--- src/design/fqd_pkg.sv ---
// shared types and codes of the queue with discard
package fqd_pkg;

   localparam int DATA_WIDTH = 32;

   typedef logic [1:0] cmd_type;
   typedef logic [1:0] err_type;
   typedef logic signed [DATA_WIDTH-1:0] data_type;

   localparam cmd_type CMD_ENQUEUE = 2'd0;
   localparam cmd_type CMD_DEQUEUE = 2'd1;
   localparam cmd_type CMD_DISCARD = 2'd2;

   localparam err_type ERR_OK    = 2'd0;
   localparam err_type ERR_FULL  = 2'd1;
   localparam err_type ERR_EMPTY = 2'd2;
   localparam err_type ERR_RANGE = 2'd3;

endpackage

--- src/design/fqd_slot_ram.sv ---
// element store: one write port, one read port with registered read data
module fqd_slot_ram #(
   parameter int DEPTH = 16
) (
   input  logic                              clock,
   input  logic                              wr_en,
   input  logic [$clog2(DEPTH)-1:0]          wr_addr,
   input  fqd_pkg::data_type                 wr_data,
   input  logic [$clog2(DEPTH)-1:0]          rd_addr,
   output fqd_pkg::data_type                 rd_data
);
   import fqd_pkg::*;

   data_type mem [DEPTH];
   data_type rd_data_ff;

   always_ff @(posedge clock) begin
      if (wr_en) begin
         mem[wr_addr] <= wr_data;
      end
   end

   always_ff @(posedge clock) begin
      rd_data_ff <= mem[rd_addr];
   end

   assign rd_data = rd_data_ff;

endmodule

--- src/design/fifo_queue_with_discard_top.sv ---
// bounded queue of signed elements with enqueue, dequeue and discard at a position
//
// One command beat is taken at a rising edge where start is high and busy is low.
// Commands: enqueue appends req_value at the tail, dequeue drops the head,
// discard drops the element req_position places behind the head and closes the gap.
// Each command gives exactly one result beat, marked by rsp_valid for one cycle:
// head value, element count, empty flag and error code after the command.
// A failing command (full, empty, position out of range) changes nothing.
// Elements sit in a circular buffer in a single-port-write, registered-read memory.
// Enqueue, dequeue and failing commands pass through the head-read state to the
// result state; the next command may be accepted in the result cycle. A discard
// moves every later element up one entry, through one read state and one write
// state per element, and then reads the head; discarding the tail needs no shift.
// The memory's single read port paces both the shift and the head read.
// Reset clears the count and head pointer; element contents need no clearing.
// The receiver cannot stall; results must be taken in the cycle they appear.
module fifo_queue_with_discard_top #(
   parameter int DEPTH = 16
) (
   input  logic                                clock,
   input  logic                                reset,
   input  logic                                start,
   output logic                                busy,
   input  fqd_pkg::cmd_type                    req_command,
   input  fqd_pkg::data_type                   req_value,
   input  logic [$clog2(DEPTH)-1:0]            req_position,
   output logic                                rsp_valid,
   output fqd_pkg::data_type                   rsp_head_value,
   output logic [$clog2(DEPTH+1)-1:0]          rsp_count,
   output logic                                rsp_is_empty,
   output fqd_pkg::err_type                    rsp_error
);
   import fqd_pkg::*;

   localparam int AddrWidth = $clog2(DEPTH);
   localparam int CntWidth  = $clog2(DEPTH+1);

   typedef enum logic [4:0] {
      ST_IDLE     = 5'b00001,
      ST_SHIFT_RD = 5'b00010,
      ST_SHIFT_WR = 5'b00100,
      ST_HEAD_RD  = 5'b01000,
      ST_RESP     = 5'b10000
   } state_type;

   state_type               state_ff, state_in;
   logic [AddrWidth-1:0]    head_ff, head_in;
   logic [CntWidth-1:0]     held_ff, held_in;
   logic [AddrWidth-1:0]    addr_ff, addr_in;
   logic [CntWidth-1:0]     rem_ff, rem_in;
   err_type                 err_ff, err_in;

   logic                    wr_en;
   logic [AddrWidth-1:0]    wr_addr;
   data_type                wr_data;
   logic [AddrWidth-1:0]    rd_addr;
   data_type                rd_data;

   logic                    accept;
   logic [CntWidth-1:0]     rem_new;

   function automatic logic [AddrWidth-1:0] wrap_add(input logic [AddrWidth-1:0] base,
                                                     input logic [AddrWidth-1:0] off);
      logic [AddrWidth:0] sum;
      sum = {1'b0, base} + {1'b0, off};
      if (sum >= (AddrWidth+1)'(DEPTH)) begin
         sum = sum - (AddrWidth+1)'(DEPTH);
      end
      return sum[AddrWidth-1:0];
   endfunction

   assign busy    = !(state_ff == ST_IDLE || state_ff == ST_RESP);
   assign accept  = start && !busy;
   assign rem_new = held_ff - CntWidth'(1) - CntWidth'(req_position);

   always_comb begin
      state_in = state_ff;
      head_in  = head_ff;
      held_in  = held_ff;
      addr_in  = addr_ff;
      rem_in   = rem_ff;
      err_in   = err_ff;
      wr_en    = 1'b0;
      wr_addr  = addr_ff;
      wr_data  = rd_data;
      rd_addr  = head_ff;

      case (state_ff)
         ST_IDLE, ST_RESP: begin
            if (accept) begin
               err_in   = ERR_OK;
               state_in = ST_HEAD_RD;
               case (req_command)
                  CMD_ENQUEUE: begin
                     if (held_ff == CntWidth'(DEPTH)) begin
                        err_in = ERR_FULL;
                     end else begin
                        wr_en   = 1'b1;
                        wr_addr = wrap_add(head_ff, held_ff[AddrWidth-1:0]);
                        wr_data = req_value;
                        held_in = held_ff + CntWidth'(1);
                     end
                  end
                  CMD_DEQUEUE: begin
                     if (held_ff == '0) begin
                        err_in = ERR_EMPTY;
                     end else begin
                        head_in = wrap_add(head_ff, AddrWidth'(1));
                        held_in = held_ff - CntWidth'(1);
                     end
                  end
                  CMD_DISCARD: begin
                     if (held_ff == '0) begin
                        err_in = ERR_EMPTY;
                     end else if (CntWidth'(req_position) >= held_ff) begin
                        err_in = ERR_RANGE;
                     end else begin
                        addr_in = wrap_add(head_ff, req_position);
                        rem_in  = rem_new;
                        if (rem_new == '0) begin
                           held_in = held_ff - CntWidth'(1);
                        end else begin
                           state_in = ST_SHIFT_RD;
                        end
                     end
                  end
                  default: begin
                  end
               endcase
            end else begin
               state_in = ST_IDLE;
            end
         end
         ST_SHIFT_RD: begin
            rd_addr  = wrap_add(addr_ff, AddrWidth'(1));
            state_in = ST_SHIFT_WR;
         end
         ST_SHIFT_WR: begin
            wr_en   = 1'b1;
            wr_addr = addr_ff;
            wr_data = rd_data;
            addr_in = wrap_add(addr_ff, AddrWidth'(1));
            rem_in  = rem_ff - CntWidth'(1);
            if (rem_ff == CntWidth'(1)) begin
               held_in  = held_ff - CntWidth'(1);
               state_in = ST_HEAD_RD;
            end else begin
               state_in = ST_SHIFT_RD;
            end
         end
         ST_HEAD_RD: begin
            state_in = ST_RESP;
         end
         default: begin
            state_in = ST_IDLE;
         end
      endcase
   end

   always_ff @(posedge clock) begin
      if (reset) begin
         state_ff <= ST_IDLE;
         head_ff  <= '0;
         held_ff  <= '0;
         err_ff   <= ERR_OK;
      end else begin
         state_ff <= state_in;
         head_ff  <= head_in;
         held_ff  <= held_in;
         err_ff   <= err_in;
      end
   end

   always_ff @(posedge clock) begin
      addr_ff <= addr_in;
      rem_ff  <= rem_in;
   end

   fqd_slot_ram #(
      .DEPTH(DEPTH)
   ) u_slot_ram (
      .clock   (clock),
      .wr_en   (wr_en),
      .wr_addr (wr_addr),
      .wr_data (wr_data),
      .rd_addr (rd_addr),
      .rd_data (rd_data)
   );

   assign rsp_valid      = (state_ff == ST_RESP);
   assign rsp_head_value = (held_ff == '0) ? '0 : rd_data;
   assign rsp_count      = held_ff;
   assign rsp_is_empty   = (held_ff == '0);
   assign rsp_error      = err_ff;

endmodule

--- config.mk ---
export PLATFORM = sky130hd
export DESIGN_NAME = fifo_queue_with_discard_top
export DESIGN_NICKNAME = d
export VERILOG_FILES = /design/src/design/fqd_pkg.sv /design/src/design/fqd_slot_ram.sv /design/src/design/fifo_queue_with_discard_top.sv
export SDC_FILE = /design/constraint.sdc
export NUM_CORES = 1
export LEC_CHECK = 0
export BUFFER_PORTS_ARGS = -buffer_cell sky130_fd_sc_hd__buf_2
export CORE_ASPECT_RATIO = 1.25
export CORE_MARGIN = 8
export CORE_UTILIZATION = 55
export DETAILED_ROUTE_END_ITERATION = 6
export GPL_TIMING_DRIVEN = 1
export PLACE_DENSITY = 0.84
export SKIP_CTS_REPAIR_TIMING = 1
export SLEW_MARGIN = 20
export SYNTH_ARGS = -nofsm -noshare
export SYNTH_HDL_FRONTEND = slang
export SYNTH_SLANG_ARGS = --single-unit
--- constraint.sdc ---
create_clock -name clock -period 4.5 [get_ports clock]
set_clock_uncertainty 0.2 [all_clocks]
set_input_delay 0.45 -clock clock [delete_from_list [all_inputs] [get_ports clock]]
set_output_delay 0.45 -clock clock [all_outputs]
set_load 0.01 [all_outputs]
==> Word-level counts from Yosys, hierarchy flattened <==
Memories as Yosys holds them, arrays and structs flattened. A register that Yosys moved wholly into a read port is not among the register bits.
Cells that the tools add are included.
{ "word_totals": {"reg_bits": 25, "latch_bits": 0, "ram_bits": 512, "rom_bits": 0, "wordCells": 108, "mem_count": 1} }
{ "memory_table": {"columns": ["memory", "depth", "word_bits", "rd", "rd_ports_with_merged_regs", "wr", "line", "rtl"], "rows": [
  ["u_slot_ram.mem", 16, 32, 1, 1, 1, "fqd_slot_ram.sv:14", "data_type mem [DEPTH];"]
]} }
{ "op_classes": {"addsub": 12, "n_mul": 0, "n_div": 0, "order_cmp": 5, "eq_ne": 20, "shifts": 0, "muxes": 51, "n_bitwise": 1, "reduce_logical": 12} }
{ "op_table": {"columns": ["cell", "n"], "rows": [
  ["2-to-1 mux 32 bit", 5],
  ["2-to-1 mux 4 bit", 18],
  ["2-to-1 mux 5 bit", 12],
  ["greater-or-equal comparator 5 bit, second input constant", 4],
  ["case mux 5 bit (2 select lines)", 2],
  ["case mux 5 bit (4 select lines)", 1],
  ["subtractor 4 x 1 -> 4 bit, second input constant", 4],
  ["inequality test 3 bit, second input constant", 5],
  ["case mux 5 bit (3 select lines)", 1],
  ["adder 4 x 1 -> 5 bit, second input constant", 2],
  ["adder 4 x 4 -> 5 bit", 2],
  ["== test 5 x 1 -> 1 bit, second input constant", 2],
  ["== test 5 bit, second input constant", 2],
  ["zero test 5 bit", 2],
  ["subtractor 5 x 1 -> 5 bit, second input constant", 2],
  ["AND reduction 9 bit", 1],
  ["inequality test 2 bit, second input constant", 4],
  ["case mux 4 bit (2 select lines)", 1],
  ["2-to-1 mux 1 bit", 6],
  ["2-to-1 mux 2 bit", 3],
  ["case mux 2 bit (3 select lines)", 1],
  ["adder 5 x 1 -> 5 bit, second input constant", 1],
  ["== test 5 x 2 -> 1 bit, second input constant", 1],
  ["== test 5 x 3 -> 1 bit, second input constant", 1],
  ["18 further kinds", 18]
]} }

==> Depth between registers and ports, before layout <==
Gate-level depths: netlist of run 1.
{ "depth": {"ltp_word": 9, "ltp_mapped": 10, "ltp_nobuf": 10} }

==> By module <==
Synthesis of run 1 repeated with hierarchy kept, for this count alone.
{ "hier_totals": {"hier_cells": 1163, "hier_area_um2": 22594.2} }
{ "modules_own_cells": {"columns": ["mod", "n_inst", "cells_each", "area_each_um2", "seq_area_each_um2"], "rows": [
  ["fqd_slot_ram", 1, 838, 19835.3, 16015.4],
  ["fifo_queue_with_discard_top", 1, 325, 2758.9, 590.6]
]} }

==> Worst setup path before layout of run 1 <==
OpenSTA, ideal clock, no wires.
{ "synth_timing": {"path_kind": "flip-flop to flip-flop", "from": "register held_ff[1], in the netlist rsp_count[1]", "to": "memory u_slot_ram.mem[15][0] (netlist name), enable pin", "t_arrival_ns": 3.290, "setup_slack_ns": 0.589, "stages_incl_launch_ff": 10, "n_path_buf": 1, "cell_sequence": "dfxtp_1 inv_1 ha_1 nor3b_2 nand2_1 and3_1 buf_2 mux2i_1 or2_2 nor2_1"} }
{ "synth_via": {"elab_chain_len": 7, "elab_cells_between_ends": 15} }
{ "synth_rtl": {"columns": ["element", "line", "rtl"], "rows": [
  ["start: declaration", "fifo_queue_with_discard_top.sv:48", "logic [CntWidth-1:0] held_ff, held_in;"],
  ["start signal: assignment", "fifo_queue_with_discard_top.sv:169", "held_ff <= held_in;"],
  ["adder 4 x 4 -> 5 bit or == test 5 bit (tied branches)", "fifo_queue_with_discard_top.sv:65, fifo_queue_with_discard_top.sv:95", null],
  ["subtractor 4 x 1 -> 4 bit (tied with other cells)", "fifo_queue_with_discard_top.sv:67", "sum = sum - (AddrWidth+1)'(DEPTH);"],
  ["2-to-1 mux 4 bit or 2-to-1 mux 1 bit (tied branches)", "fifo_queue_with_discard_top.sv:66, fifo_queue_with_discard_top.sv:93", null],
  ["2-to-1 mux 4 bit or 2-to-1 mux 1 bit (tied branches)", "fifo_queue_with_discard_top.sv:95, fifo_queue_with_discard_top.sv:90", null],
  ["2-to-1 mux 4 bit or case mux 1 bit (2 select lines) (tied branches)", "fifo_queue_with_discard_top.sv:93, fifo_queue_with_discard_top.sv:88", null],
  ["2-to-1 mux 4 bit or 2-to-1 mux 1 bit (tied branches)", "fifo_queue_with_discard_top.sv:90, fqd_slot_ram.sv:18", null],
  ["2-to-1 mux 4 bit or 2-to-1 mux 1 bit (tied branches)", "fifo_queue_with_discard_top.sv:88, fqd_slot_ram.sv:19", null],
  ["end: declaration", "fqd_slot_ram.sv:14", null]
]} }
Parallel ways exist; a longest one is shown, timed or not.

==> Worst setup path after layout of run 1 <==
{ "layout_timing": {"from": "register held_ff[0], in the netlist rsp_count[0]", "to": "memory u_slot_ram.mem[8][12] (netlist name), enable pin"} }
Same word-level chain as after synthesis.

==> results of run 1 <==
-- worst max-delay path, delay by kind of cell, from the launching register on --
kind / cells / cell delay [ns]
flip-flops: 1 / 0.46
multiplexers: 1 / 0.42
AND/OR/NAND/NOR: 5 / 1.62
buffers and inverters: 2 / 0.51
adder cells (fa/ha/maj): 1 / 0.26
-- power breakdown --
part           leakage, nW  total [mW]  internal [mW]  switching [mW]
registers             5.08        5.92           5.88          0.0396
logic                 3.12       0.738          0.236           0.501
clock network        0.860        4.51           2.62            1.89
-- cell usage after synthesis (5+ instances only) --
| master | instances | area [sq um] |
|---|---|---|
| xor2_1 | 11 | 96.3 |
| ha_1 | 24 | 300 |
| mux2i_1 | 38 | 380 |
| nor4_2 | 30 | 375 |
| edfxtp_1 | 521 | 15600 |
| a32o_1 | 30 | 300 |
| mux2_2 | 99 | 1110 |
| buf_6 | 6 | 67.6 |
| a21boi_0 | 123 | 923 |
| o21ai_0 | 13 | 65.1 |
| nand2_1 | 77 | 289 |
| nor3_1 | 8 | 40.0 |
| inv_1 | 29 | 109 |
| buf_2 | 44 | 220 |
| nand3_1 | 16 | 80.1 |
| xnor2_1 | 11 | 96.3 |
| dfxtp_1 | 48 | 961 |
| a21o_1 | 5 | 37.5 |
| a211o_1 | 119 | 1040 |
| clkbuf_1 | 43 | 161 |
| o22ai_1 | 32 | 200 |
| o211ai_1 | 5 | 37.5 |
| nor2_1 | 45 | 169 |
| nor2b_1 | 36 | 225 |
| buf_4 | 11 | 82.6 |
| buf_1 | 6 | 22.5 |
| a21oi_1 | 76 | 380 |
| nand2b_1 | 5 | 31.3 |
-- registers in the layout, summed over array words and instances, names as in the netlist --
signal and count:
addr_ff 4, head_ff 4, rem_ff 5, rsp_count 5, rsp_error 2, state_ff 5, u_slot_ram.mem 512, u_slot_ram.rd_data 32
-- routing by layer --
metal / routed length (microns) / vias to the layer above
met5: 0 / -
met4: 1770 / 0
met3: 6050 / 124
met2: 28800 / 817
met1: 22200 / 7324
li1: - / 6334
-- final timing paths --
| path | from | end | slack (ns) | cells past startpoint |
|---|---|---|---|---|
| min | reset | head_ff[1] | 0.06 | 2 |
| min reg2reg | rsp_error[1] | rsp_error[1] | 0.34 | 2 |
| max reg2reg | rsp_count[0] | u_slot_ram.mem[8][12] | 0.69 | 9 |
| max | rsp_count[0] | u_slot_ram.mem[8][12] | 0.69 | 9 |
-- cell type report --
| type | instances | area, sq um |
|---|---|---|
| flip-flops and latches | 569 | 16600 |
| fillers | 2932 | 16200 |
| multi-input cells | 876 | 7040 |
| clock buffers | 64 | 1360 |
| repair buffers | 121 | 747 |
| well taps | 565 | 707 |
| clock inverters | 30 | 384 |
| inverters | 29 | 109 |
-- cell families after synthesis --
family | count (synthesis) | share of synthesized area
mux | 138 | 0.0625
compound gates | 437 | 0.135
xor+xnor | 22 | 0.00800
buf+inv | 140 | 0.0277
flops | 569 | 0.689
fa+ha+maj | 27 | 0.0150
simple gates | 252 | 0.0623
-- stage by stage --
| step | instances | power, mW |
|---|---|---|
| 2_1_floorplan | 1585 | 6.45 |
| 3_3_place_gp | 2159 | 6.72 |
| 3_5_place_dp | 2159 | 6.76 |
| 4_1_cts | 2253 | 11.2 |
| 5_1_grt | 2254 | 11.5 |
| 6_report | 2254 | 11.2 |
-- cells in the final DEF, fill, tap and decap left out, drive strengths merged, types with 11 or more instances in the layout --
cell type,count
xor2,11
nand2,77
a21boi,123
nor4,33
nor2b,36
clkbuf,64
dfxtp,48
ha,24
a211o,119
edfxtp,521
xnor2,11
mux2,100
nor2,46
o21ai,14
a32o,30
clkinv,19
mux2i,38
buf,120
nand3,16
inv,31
o22ai,32
a21oi,76
==> out/qor.txt, run 1 <==
Slew Limit Headroom: 0.239
Avg Cell Area, Syn: 15.2 sq um
Worst path max stage delay: 0.47 ns
Die Wd: 203 microns
Synthesis Warnings: 0
Number of diodes: 0
Area post-placement: 25,200 sq um
Setup_tns: 0 ns
Crit path time final: 3.81 ns
Drt pass-1 iters: 7
Crit end category: register
Max cap viols: 0
Sink Count: 569
Least-Margin Pin Slew: 1.14 ns
CTS tree: built
Power Density: 414 nW/um^2
Max IR drop VDD: 0.000312 V
Top Usage Layer GRT: met2
Layout cells sized above 1: 0.217
Fin nets: 1,715
Post-synth EDFFs: 521
I/O Buffers: 82
Crit-path slowest cell: and3_2
Pleak: 9.07 nW
Worst-path cell chain: inv_1 > ha_1 > nor3b_2 > nand2_1 > and3_2 > mux2i_1 > nand2b_1 > nor2_4 > buf_4
Initial Util: 0.558
CTS Buf Count: 50
Chip height: 250 microns
Worst Path Required: 4.54 ns
Total track usage: 0.227
Routed Wire Length: 58.9 mm
Overflow after GRT: 0
Arrival @ worst endpoint: 3.85 ns
CTS clock-pin slew for the worst setup and hold paths: 0.07 ns
Post-route ant nets: 0
Die area: 50,800 sq um
Routed vias/inst: 6.48
Met2 usage: 0.368
Vias in the first global route: 14,653
Post-synthesis async set-or-reset flop share: 0
Met3 usage: 0.0468
Initial antenna violation count: 1
Max Clk Rate: 263 MHz
Maximum buffer depth of the clock tree: 3
Final worst-path cycle share: 0.846
FF+latch count, synth: 569
Post-Syn Nets: 1,653
Via count: 14,599
Worst setup SP type: register
Boundary Pins: 83
Syn Inst Count: 1,585
Status: complete, no violations
WS Path Type: register to register
GP Congestion: 0.882
Largest net degree at the start of global routing: 129
Synthesis-to-layout area growth: 11.9%
Fin. max-slew vios: 0
Worst hold-check path type: input pin to register
Post-Syn Area: 24,100 sq um
Area of the core: 43,200 sq um
Core Util, Final: 0.624
H-tree level count: 2
Met1 GRT Util: 0.300
Number of distinct library cells after synthesis: 67
FP Rows: 85
Final instance area: 27,000 sq um
Sequential share of the synthesized area: 0.689
Setup WS pre-CTS: 0.745 ns
CTS root buffer: clkbuf_16
DRT iter0 DRCs: 1,801
Post-route setup slack: 0.693 ns
Drt drc: 0
DR WL/cell: 26.1 microns
DP HPWL: 35.9 mm
Worst-Skew Late Latency: 0.58 ns
Critical-path maximum fanout: 21
First-pass GRT wire length: 89.3 mm
Final Hold Fails: 0
# setup viols final: 0
Synth Flop Type: edfxtp_1
RSZ-0062 raised after global routing: no
Tightest hold margin: 0.0565 ns
Note: power is estimated with default switching activity, not from simulation.
==> run 2: changes to the inputs <==
--- a/config.mk
+++ b/config.mk
@@ -11,7 +11,7 @@
 export CORE_UTILIZATION = 55
 export DETAILED_ROUTE_END_ITERATION = 6
 export GPL_TIMING_DRIVEN = 1
-export PLACE_DENSITY = 0.84
+export PLACE_DENSITY = 0.87
 export SKIP_CTS_REPAIR_TIMING = 1
 export SLEW_MARGIN = 20
 export SYNTH_ARGS = -nofsm -noshare
==> constraint.sdc (replaced) <==
create_clock -name clock -period 3.2 [get_ports clock]
set_clock_uncertainty 0.2 [all_clocks]
set_input_delay 0.32 -clock clock [delete_from_list [all_inputs] [get_ports clock]]
set_output_delay 0.32 -clock clock [all_outputs]
set_load 0.01 [all_outputs]
==> out/qor.txt, run 2 (synthesis gave the netlist of run 1 again) <==
Status: finished, violations left
Failing checks: negative hold slack
CTS Buf Count: 52
Slew Limit Headroom: 0.229
Routed Wire Length: 62.0 mm
I/O Buffers: 82
Synthesis-to-layout area growth: 15.9%
Arrival @ worst endpoint: 3.22 ns
Via count: 15,298
Worst-Skew Late Latency: 0.60 ns
Least-Margin Pin Slew: 1.16 ns
Max cap viols: 0
GP Congestion: 0.845
Boundary Pins: 83
Post-Layout Cell Count: 2,318
CTS clock-pin slew for the worst setup and hold paths: 0.07 ns
Crit end category: register
# setup viols final: 0
Commonest non-fill, non-tap cell in the layout: edfxtp_1
Post-route setup slack: 0.0968 ns
Initial antenna violation count: 0
DRT iter0 DRCs: 2,055
WS Path Type: register to register
Drt drc: 0
Max Clk Rate: 322 MHz
Layout cells sized above 1: 0.250
Final Hold Fails: 1
Worst hold-check path type: input pin to register
Overflow after GRT: 0
Largest net degree at the start of global routing: 129
Vias in the first global route: 15,490
Number of diodes: 0
Sink Count: 569
Post-route ant nets: 0
Crit path time final: 3.10 ns
Initial Util: 0.558
Die Wd: 203 microns
Setup WS pre-CTS: 0.0934 ns
Maximum buffer depth of the clock tree: 3
Routed vias/inst: 6.60
Final worst-path cycle share: 0.970
Total Power: 15.7 mW
Drt pass-1 iters: 5
Chip height: 250 microns
First-pass GRT wire length: 93.5 mm
H-tree level count: 2
Top reg by flops: u_slot_ram.mem
R2R setup slack: 0.1 ns
Die area: 50,800 sq um
Worst setup SP type: register
Core Util, Final: 0.647
Tightest hold margin: -0.00377 ns
FP Rows: 85
CTS tree: built
Fin. max-slew vios: 0
Power Density: 561 nW/um^2
Max reg flops: 512
CTS root buffer: clkbuf_16
Commonest cells after routing, fill and taps aside: edfxtp_1, a21boi_0, a211o_1
Worst Path Required: 3.31 ns
Pleak: 9.50 nW
DR WL/cell: 26.8 microns
Total track usage: 0.237
Max IR drop VDD: 0.000417 V
Fin nets: 1,777
DP HPWL: 36.1 mm
Area of the core: 43,200 sq um
Critical-path maximum fanout: 14
Placed cells: 2,215
-- run 2: changes by cell type in the layout (fill, tap and decap cells not counted), sizes merged --
cell         previous run  this run
buf                   120       179
bufinv                  8         3
clkbuf                 64        69
clkinv                 19        17
clkinvlp                1         6
dlygate4sd3             1         2
inv                    31        32
-- run 2: worst paths after layout --
check | startpoint | end | cells after the start
hold / removal | req_position[0] | addr_ff[0] | 3
setup / recovery | rsp_count[0] | u_slot_ram.mem[12][31] | 7
setup reg to reg | rsp_count[0] | u_slot_ram.mem[12][31] | 7
hold reg to reg | rsp_error[1] | rsp_error[1] | 2
-- run 2: layout make-up --
type | instances | area, sq um
repair buffers | 181 | 1700
multi-input cells | 876 | 7070
fillers | 2754 | 15200
inverters | 29 | 109
clock buffers | 69 | 1470
clock inverters | 29 | 288
well taps | 565 | 707
flip-flops and latches | 569 | 16600
-- run 2: per-stage QoR --
stage	TNS, ns	instance area (sq um)
final	0	27900
after global routing	-0.00610	27900
after CTS	0	27900
after detailed placement	0	26100
after global placement	0	26100
after floorplan	-37.96	24200
-- run 2: metal layers --
layer  up-vias  wire, microns  GRT usage
li1       6464              -          -
met1      7537          21800      0.294
met2      1092          31600      0.405
met3       205           5680     0.0308
met4         0           2910      0.114
met5         -              0          0
-- run 2: critical path, cell delays in order, from the launching register on --
cell	delay, ns
dfxtp_1	0.33
buf_4	0.15
ha_1	0.18
inv_1	0.06
fa_1	0.54
a32oi_1	0.98
nor2_4	0.09
buf_4	0.28
-- run 2: where the power goes --
| group | switching, mW | internal (mW) | leakage [nW] | total (mW) |
|---|---|---|---|---|
| clock | 2.78 | 3.51 | 0.849 | 6.28 |
| sequential | 0.0455 | 8.26 | 5.08 | 8.31 |
| combinational | 0.695 | 0.386 | 3.57 | 1.08 |
| total | 3.52 | 12.2 | 9.50 | 15.7 |
